File: config.mk
export PLATFORM = sky130hd
export DESIGN_NAME = rrst_word_upd
export DESIGN_NICKNAME = d
export VERILOG_FILES = /design/src/rtl/core/rrst_pkg.sv /design/src/rtl/core/rrst_word_upd.sv
export SDC_FILE = /design/constraint.sdc
export NUM_CORES = 1
export LEC_CHECK = 0
export ABC_AREA = 1
export BUFFER_PORTS_ARGS = -buffer_cell sky130_fd_sc_hd__buf_2
export CORE_ASPECT_RATIO = 1.5
export CORE_MARGIN = 2
export CORE_UTILIZATION = 25
export DETAILED_ROUTE_END_ITERATION = 8
export SETUP_SLACK_MARGIN = 0.15
export SLEW_MARGIN = 20
export SYNTH_ARGS = -nofsm -noshare
export SYNTH_HDL_FRONTEND = slang
export SYNTH_SLANG_ARGS = --single-unit
export TNS_END_PERCENT = 1
File: constraint.sdc
create_clock -name vclk -period 2.2
set_input_delay 0 -clock vclk [all_inputs]
set_output_delay 0 -clock vclk [all_outputs]
set_load 0.03 [all_outputs]
File: src/rtl/core/rrst_pkg.sv
// Shared constants and types for the receive sequence tracker.
`default_nettype none
package rrst_pkg;

    // Width of the sequence number field on the input and ack ports.
    localparam int SEQ_IN_W      = 16;
    // Low bits of the sequence number that take part in tracking.
    localparam int SEQ_BITS      = 16;
    localparam int HALF_WINDOW   = 32768;
    // Marks per map word; a power of two.
    localparam int MAP_WORD_BITS = 32;
    localparam int BIT_IDX_W     = $clog2(MAP_WORD_BITS);
    localparam int MAP_DEPTH     = (2 ** SEQ_BITS) / MAP_WORD_BITS;
    localparam int MAP_ADDR_W    = SEQ_BITS - BIT_IDX_W;

    localparam int S_TDATA_W     = 16;
    localparam int M_TDATA_W     = 24;

    // Controls for one read-modify-write of a map word.
    typedef struct packed {
        logic                 is_new;   // number lies ahead of the newest
        logic                 first;    // word holds the first gap number
        logic                 last;     // word holds the received number
        logic [BIT_IDX_W-1:0] lo_bit;   // bit of the first gap number
        logic [BIT_IDX_W-1:0] seq_bit;  // bit of the received number
    } upd_ctrl_t;

endpackage
`default_nettype wire

File: src/rtl/core/rrst_word_upd.sv
// Modify step for one missing-map word: sets gap marks and clears the received mark.
`default_nettype none
module rrst_word_upd
    import rrst_pkg::*;
(
    input  wire upd_ctrl_t                ctrl,
    input  wire logic [MAP_WORD_BITS-1:0] old_word,
    output logic      [MAP_WORD_BITS-1:0] new_word,
    output logic                          marked
);

    logic [BIT_IDX_W:0]     lo_eff;
    logic [BIT_IDX_W:0]     hi_eff;
    logic [MAP_WORD_BITS-1:0] set_mask;
    logic [MAP_WORD_BITS-1:0] seq_mask;

    // Gap numbers in this word run from lo_eff up to, not including, hi_eff.
    assign lo_eff = ctrl.first ? {1'b0, ctrl.lo_bit} : '0;
    assign hi_eff = ctrl.last ? {1'b0, ctrl.seq_bit} : (BIT_IDX_W + 1)'(MAP_WORD_BITS);

    always_comb begin
        for (int i = 0; i < MAP_WORD_BITS; i++) begin
            set_mask[i] = ctrl.is_new
                && ((BIT_IDX_W + 1)'(i) >= lo_eff)
                && ((BIT_IDX_W + 1)'(i) < hi_eff);
            seq_mask[i] = ctrl.last && (ctrl.seq_bit == BIT_IDX_W'(i));
        end
    end

    assign marked   = |(old_word & seq_mask);
    assign new_word = (old_word | set_mask) & ~seq_mask;

endmodule
`default_nettype wire

==> metrics.csv, run 1 <==
stage,metric,value,unit
status,status,finished clean,
worst_setup_path,nature of the critical path endpoint,output pin,
timing,Slew Limit Fails,0,
synthesis,synthesized area per cell,4.764,um^2
power,combinational power share,1.000,
synthesis,share of the synthesized area in the top cell type,0.1576,
routing,Max Used Layer,met4,
cts,post-cts sizing count,0,
worst_setup_path,required time of the critical path,2200,ps
routing,met2 wire len,3272,um
power,P_sw,299.7,uW
floorplanning,die area,0.005747,mm^2
worst_hold_path,worst hold path type,input pin to output pin,
global_routing,GRT overflow,0,
synthesis,Cell variety after synth,25,
synthesis,Ys Warns,0,
timing,Slew Limit Headroom,0.6218,
placement,IO Port Bufs,78,
floorplanning,Starting Density,0.2550,
routing,DRC Markers,0,
power,cell leakage power,0.9850,nW
routing,First-pass DRT Iterations,5,
power,P_int,125.6,uW
cts,hold buffer count at cts,0,
cts,# Post-CTS Setup Buffers,0,
timing,final setup TNS,0,ps
timing,RSZ-0062 raised after global routing,no,
routing,DR iter-0 viols,137,
placement,pre-CTS WS,723.9,ps
timing,Setup Viol. Count Final,0,
power,P per Cell Area,240.6,mW/mm^2
floorplanning,Die Ht,91.85,um
finish,final cell count without fillers,416,
finish,Reg area,0,um^2
power,clock share of power,0,
worst_hold_path,min-delay src,old_word[9],
routing,DRT antenna net count,0,
timing,Final Hold Viols,0,
finish,CLK BUF,0,
routing,via count,2136,
floorplanning,row cnt,32,
power,Max VDD drop,0.07896,mV
placement,Placer Congestion,0.9986,
finish,fin util,0.3504,
timing,Fmax achieved,659.9,MHz
global_routing,Tot GR Track Use,0.2100,
synthesis,post-synthesis sequential area ratio,0,
finish,final layout net count,395,
synthesis,Area contributors post-synth,"nand2_1 (16%), nand3_1 (15%), a21oi_1 (14%)",
synthesis,Synth Area in Compound Gates,0.3103,
placement,Post-Place Cells,416,
timing,Min Hold Slack,370.7,ps
synthesis,Syn Nets,315,
power,Reg power frac,0,
placement,HPWL Detailed,5326,um
global_routing,number of global-route vias before repair,2062,
synthesis,Mapped Cells,270,
synthesis,"top cells by count, synth","nand2_1 (54), inv_1 (46), nand3_1 (39), nor2_1 (39), a21oi_1 (36)",
synthesis,post-synthesis simple-gate area fraction,0.5311,
timing,Final Cycle Share,0.6888,
global_routing,initial antenna violation count,0,
synthesis,post-synthesis cell area,0.001286,mm^2
floorplanning,Die W,62.57,um
synthesis,main combinational cell family by area after synthesis,simple AND/OR/NAND/NOR gates,
floorplanning,area of the core,0.005045,mm^2
timing,worst setup margin,684.7,ps
finish,num sequential,0,
worst_setup_path,Critical Path Source Type,input pin,
timing,Final Critical Period,1515,ps
floorplanning,Ports,78,
worst_setup_path,Crit Path Class,input pin to output pin,
worst_setup_path,arrival time worst endpoint,1520,ps
timing,Worst Tran Pin Value,562.5,ps
job,max_cap viols,0,
worst_setup_path,CP startpoint,ctrl[1],
routing,DR WL met3,350,um
routing,final WL,6235,um
finish,ratio of cells with drive above 1 in the final layout,0.2672,
finish,# diodes,0,
routing,WL/cell,14.99,um
synthesis,XOR/XNOR Fraction of Synth Area,0,
global_routing,first-pass GRT wire length,9873,um
synthesis,Adder-Cell Fraction of Synth Area,0,
routing,M1 wire length,2385,um
synthesis,mux share of post-synthesis cell area,0,
global_routing,largest net degree at the start of global routing,17,
finish,P&R area growth vs syn,37.45,%
worst_setup_path,Crit Path Max Fanout,8,
synthesis,"count leader, synth",nand2_1,
power,Net Sw Frac,0.7047,
routing,vias per cell,5.135,
synthesis,"area leader, netlist",nand2_1,
## worst paths after layout
kind / endpoint / slack, ps / cells after the start
worst max-delay path: marked / 680 / 11
worst min-delay path: new_word[9] / 370 / 4
## power groups by stage
stage	registers [mW]	logic (mW)	clock network (mW)
after floorplan	0	0.262	0
after global placement	0	0.425	0
after detailed placement	0	0.422	0
after CTS	0	0.423	0
after global routing	0	0.457	0
final	0	0.425	0
## placed cells by master (no fill, tap or decap), drive strengths merged, types with 4 or more instances in the layout
cell and n:
nand3 39, nor2 47, buf 83, a21oi 36, inv 46, nor3 4, a22oi 9, o21ai 11
nand2 56
## per-layer routing
layer  vias up  track usage
li1       1060            -
met2       103       0.4086
met1       953       0.2321
met4         0      0.07222
met3        20      0.01963
met5         -            0
## cell type report
type	instances	area, um^2
fill	636	3277
multi-input combinational	219	1082
timing repair buffer	83	427.9
inverter	46	172.7
tap	68	85.08
## kinds of logic (layout without fill, tap and decap cells)
| family | Yosys count | in the layout |
|---|---|---|
| buf+inv | 51 | 129 |
| simple gates | 150 | 150 |
| compound gates | 69 | 69 |
## metrics by stage
stage / instance area, um^2 / power [mW]
6_report: 1768 / 0.4253
3_5_place_dp: 1768 / 0.4216
2_1_floorplan: 1286 / 0.2617
5_1_grt: 1768 / 0.4574
4_1_cts: 1768 / 0.4228
3_3_place_gp: 1768 / 0.4249
## critical path, cell delays in order
cell and delay, ps:
buf_2 160, inv_1 170, nor2_1 320, buf_4 240
nand3_1 90, nand2_1 80, nor2_1 40, nand2_1 60
nor2_1 50, nand2_1 90, buf_2 210
No activity file was read; power rests on OpenSTA's default activity.
==> run 2, diff against run 1 <==
Clock period 2.2 ns to 1.5 ns, I/O delays scaled along.
==> metrics.csv, run 2 (same netlist as run 1, synthesis figures left out) <==
stage,metric,value,unit
timing,RSZ-0062 raised after global routing,yes,
global_routing,initial antenna violation count,0,
routing,final WL,6168,um
power,Max VDD drop,0.1202,mV
worst_setup_path,Crit Path Class,input pin to output pin,
floorplanning,area of the core,0.005045,mm^2
power,cell leakage power,1.039,nW
routing,First-pass DRT Iterations,4,
timing,Slew Limit Headroom,0.7592,
worst_hold_path,worst hold path type,input pin to output pin,
timing,Min Hold Slack,366.0,ps
worst_hold_path,WHS Endpoint,new_word[28],
global_routing,Tot GR Track Use,0.2085,
worst_setup_path,nature of the critical path endpoint,output pin,
global_routing,largest net degree at the start of global routing,12,
global_routing,number of global-route vias before repair,1978,
worst_hold_path,hold path depth,4,
status,status,finished clean,
worst_setup_path,Critical Path Source Type,input pin,
global_routing,first-pass GRT wire length,9577,um
finish,final layout net count,405,
timing,Final Cycle Share,0.8792,
worst_setup_path,required time of the critical path,1500,ps
placement,pre-CTS WS,172.6,ps
timing,Final Hold Viols,0,
finish,# diodes,0,
timing,Fmax achieved,758.3,MHz
worst_setup_path,max incr delay on CP,320,ps
floorplanning,Ports,78,
job,max_cap viols,0,
finish,P&R area growth vs syn,45.14,%
placement,Post-Place Cells,425,
floorplanning,Die Ht,91.85,um
floorplanning,die area,0.005747,mm^2
timing,Slew Limit Fails,0,
floorplanning,Starting Density,0.2550,
finish,"commonest non-fill, non-tap cells in the layout","buf_2 (78), nand2_1 (54), inv_1 (46)",
placement,Placer Congestion,0.9696,
timing,Setup Viol. Count Final,0,
worst_setup_path,crit-path cells,buf_2 -> nand2_1 -> nand2_1 -> o21ai_0 -> o21ai_0 -> a21oi_1 -> buf_2,
finish,final cell count without fillers,426,
routing,DRT antenna net count,0,
finish,CLK BUF,0,
finish,"most common cell after layout, fill and taps aside",buf_2,
timing,worst setup margin,181.2,ps
timing,Worst Tran Pin Value,357.5,ps
timing,Final Critical Period,1319,ps
floorplanning,row cnt,32,
power,P per Cell Area,345.7,mW/mm^2
placement,IO Port Bufs,78,
routing,vias per cell,5.007,
floorplanning,Die W,62.57,um
worst_hold_path,min-delay src,old_word[28],
finish,fin util,0.3700,
placement,DP Area,0.001836,mm^2
finish,ratio of cells with drive above 1 in the final layout,0.2933,
routing,via count,2133,
placement,HPWL Detailed,5191,um
worst_setup_path,slowest CP cell,o21ai_0,
timing,final setup TNS,0,ps
power,Final Power,645.4,uW
finish,post-route cell area,0.001867,mm^2
global_routing,GRT overflow,0,
finish,Reg area,0,um^2
worst_setup_path,Crit Path Max Fanout,7,
finish,num sequential,0,
routing,WL/cell,14.48,um
routing,DRC Markers,0,
worst_setup_path,arrival time worst endpoint,1320,ps
routing,DR iter-0 viols,79,
finish,Filler cells,623,
[run 2: cell count changes in the layout (fill, tap and decap cells not counted), sizes merged]
cell / previous run / this run
buf: 83 / 93
[run 2: layout make-up]
type | count | area, um^2 | area share
Multi-Input combinational cell | 219 | 1106 | 0.5925
Timing Repair Buffer | 93 | 503.0 | 0.2694
Inverter | 46 | 172.7 | 0.09249
Tap cell | 68 | 85.08 | 0.04558
[run 2: where the power goes]
part	total, mW	switching [mW]	internal (mW)
sequential	0	0	0
clock	0	0	0
combinational	0.645	0.443	0.202
[run 2: what timing repair did]
action,4_1_cts,5_1_grt
gates resized for setup,0,6
hold buffers,0,0
setup endpoints to repair,0,11
setup buffers,0,1
[run 2: worst max path at each step]
| stage | slack (ps) | end | startpoint | cells after the start |
|---|---|---|---|---|
| 5_1_grt | 80 | marked | ctrl[3] | 11 |
| 3_3_place_gp | 180 | marked | ctrl[4] | 11 |
| 4_1_cts | 170 | marked | ctrl[4] | 11 |
| 3_5_place_dp | 170 | marked | ctrl[4] | 11 |
| 2_1_floorplan | 310 | new_word[2] | ctrl[1] | 6 |
| 6_report | 180 | new_word[24] | ctrl[11] | 7 |
[run 2: layer usage]
layer,global-route usage,wire (um)
met5,0,0
met4,0.1093,353
met3,0.01350,434
met2,0.3862,3053
met1,0.2351,2327
[run 2: worst max-delay path, delay by kind of cell]
kind                   cells  cell delay [ps]
AOI/OAI and AO/OA          3              620
and+or+nand+nor            2              350
buffers and inverters      2              350
==> run 3, diff against run 2 <==
--- a/config.mk
+++ b/config.mk
@@ -11,4 +11,5 @@
 export CORE_MARGIN = 2
-export CORE_UTILIZATION = 25
+export CORE_UTILIZATION = 46
 export DETAILED_ROUTE_END_ITERATION = 8
+export PLACE_DENSITY = 0.85
 export SETUP_SLACK_MARGIN = 0.15
==> constraint.sdc (replaced) <==
create_clock -name vclk -period 1.5
set_input_delay 0 -clock vclk [all_inputs]
set_output_delay 0 -clock vclk [all_outputs]
set_load 0.05 [all_outputs]
==> metrics.csv, run 3 (same netlist as run 1, synthesis figures left out) <==
stage,metric,value,unit
floorplanning,row cnt,23,
timing,RSZ-0062 raised after global routing,yes,
timing,worst setup margin,149.6,ps
worst_setup_path,Crit Path Class,input pin to output pin,
timing,Worst Tran Pin Value,477.4,ps
timing,Final Critical Period,1350,ps
timing,Slew Limit Headroom,0.6790,
power,P per Cell Area,407.5,mW/mm^2
worst_setup_path,Crit Path Max Fanout,4,
placement,IO Port Bufs,78,
global_routing,number of global-route vias before repair,1828,
routing,DRT antenna net count,0,
finish,"commonest non-fill, non-tap cells in the layout","buf_2 (76), nand2_1 (53), inv_1 (46)",
timing,Final Hold Viols,0,
finish,# diodes,0,
placement,HPWL Detailed,4730,um
placement,pre-CTS WS,85.54,ps
power,Max VDD drop,0.2258,mV
finish,CLK BUF,0,
finish,num sequential,0,
worst_setup_path,last element of the critical path,new_word[24],
floorplanning,Die Ht,68.77,um
routing,DRC Markers,0,
worst_setup_path,nature of the critical path endpoint,output pin,
global_routing,initial antenna violation count,0,
timing,Min Hold Slack,398.4,ps
worst_setup_path,Critical Path Source Type,input pin,
routing,final WL,5717,um
routing,DR iter-0 viols,123,
status,status,finished clean,
worst_hold_path,worst hold path type,input pin to output pin,
routing,via count,2236,
routing,vias per cell,5.576,
global_routing,GRT overflow,0,
finish,Reg area,0,um^2
floorplanning,Starting Density,0.4806,
timing,Final Cycle Share,0.9003,
routing,First-pass DRT Iterations,5,
global_routing,Tot GR Track Use,0.3373,
worst_setup_path,CP startpoint,ctrl[11],
floorplanning,Die W,47.18,um
global_routing,largest net degree at the start of global routing,11,
timing,Slew Limit Fails,0,
floorplanning,die area,0.003244,mm^2
power,cell leakage power,1.066,nW
floorplanning,Ports,78,
worst_setup_path,required time of the critical path,1500,ps
worst_setup_path,arrival time worst endpoint,1350,ps
placement,DP Area,0.001823,mm^2
timing,Setup Viol. Count Final,0,
finish,P&R area growth vs syn,46.40,%
timing,Fmax achieved,740.5,MHz
placement,Placer Congestion,0.9971,
global_routing,first-pass GRT wire length,8010,um
finish,final layout net count,411,
finish,Filler cells,296,
floorplanning,area of the core,0.002676,mm^2
routing,WL/cell,14.26,um
finish,"most common cell after layout, fill and taps aside",buf_2,
finish,ratio of cells with drive above 1 in the final layout,0.3104,
finish,post-route cell area,0.001883,mm^2
timing,final setup TNS,0,ps
job,max_cap viols,0,
==> run 3: changes by cell type in the layout (fill, tap and decap cells not counted), sizes merged <==
cell / change
buf: +3
nor2: +1
clkbuf: +2
==> run 3: final cells by class <==
type	count	area (um^2)	share of cell area
multi-input cells	220	1119	0.5940
well taps	37	46.29	0.02458
inverters	46	172.7	0.09169
repair buffers	98	545.5	0.2897
==> run 3: stage by stage <==
stage | std cells | power, mW | util
final | 401 | 0.7673 | 0.7036
after detailed placement | 397 | 0.7413 | 0.6812
after CTS | 397 | 0.7462 | 0.6849
after global placement | 397 | 0.7383 | 0.6812
after global routing | 401 | 0.8166 | 0.7036
after floorplan | 270 | 0.4974 | -
==> run 3: worst min-delay path by stage <==
stage / slack, ps / endpoint / start / cells after the start
6_report: 400 / new_word[30] / old_word[30] / 4
5_1_grt: 420 / new_word[26] / old_word[26] / 4
4_1_cts: 400 / new_word[30] / old_word[30] / 4
3_5_place_dp: 400 / new_word[30] / old_word[30] / 4
3_3_place_gp: 400 / new_word[28] / old_word[28] / 4
2_1_floorplan: 210 / new_word[2] / old_word[2] / 2
==> run 3: timing repair <==
action | CTS | global route
pin swaps | 0 | 3
gates resized for setup | 2 | 6
hold endpoints to repair | 0 | 0
cloned | 0 | 1
setup buffers | 0 | 3
endpoints found under the setup margin | 1 | 16
hold buffers | 0 | 0
==> run 3: critical path: stages <==
cell	delay (ps)
buf_2	120
buf_4	140
nand2_1	70
nand2_1	90
o21ai_0	300
o21ai_0	160
a21oi_1	180
buf_2	290
==> run 3: layer usage <==
layer,track usage,vias up,wire length (um)
met3,0.01563,27,322
li1,-,1097,-
met5,0,-,0
met1,0.3643,989,2150
met4,0.1632,0,315
met2,0.6336,123,2928
==> run 3: report_power, final <==
part | switching, mW | internal, mW | total, mW
Combinational | 0.555 | 0.212 | 0.767
Clock | 0 | 0 | 0
Sequential | 0 | 0 | 0
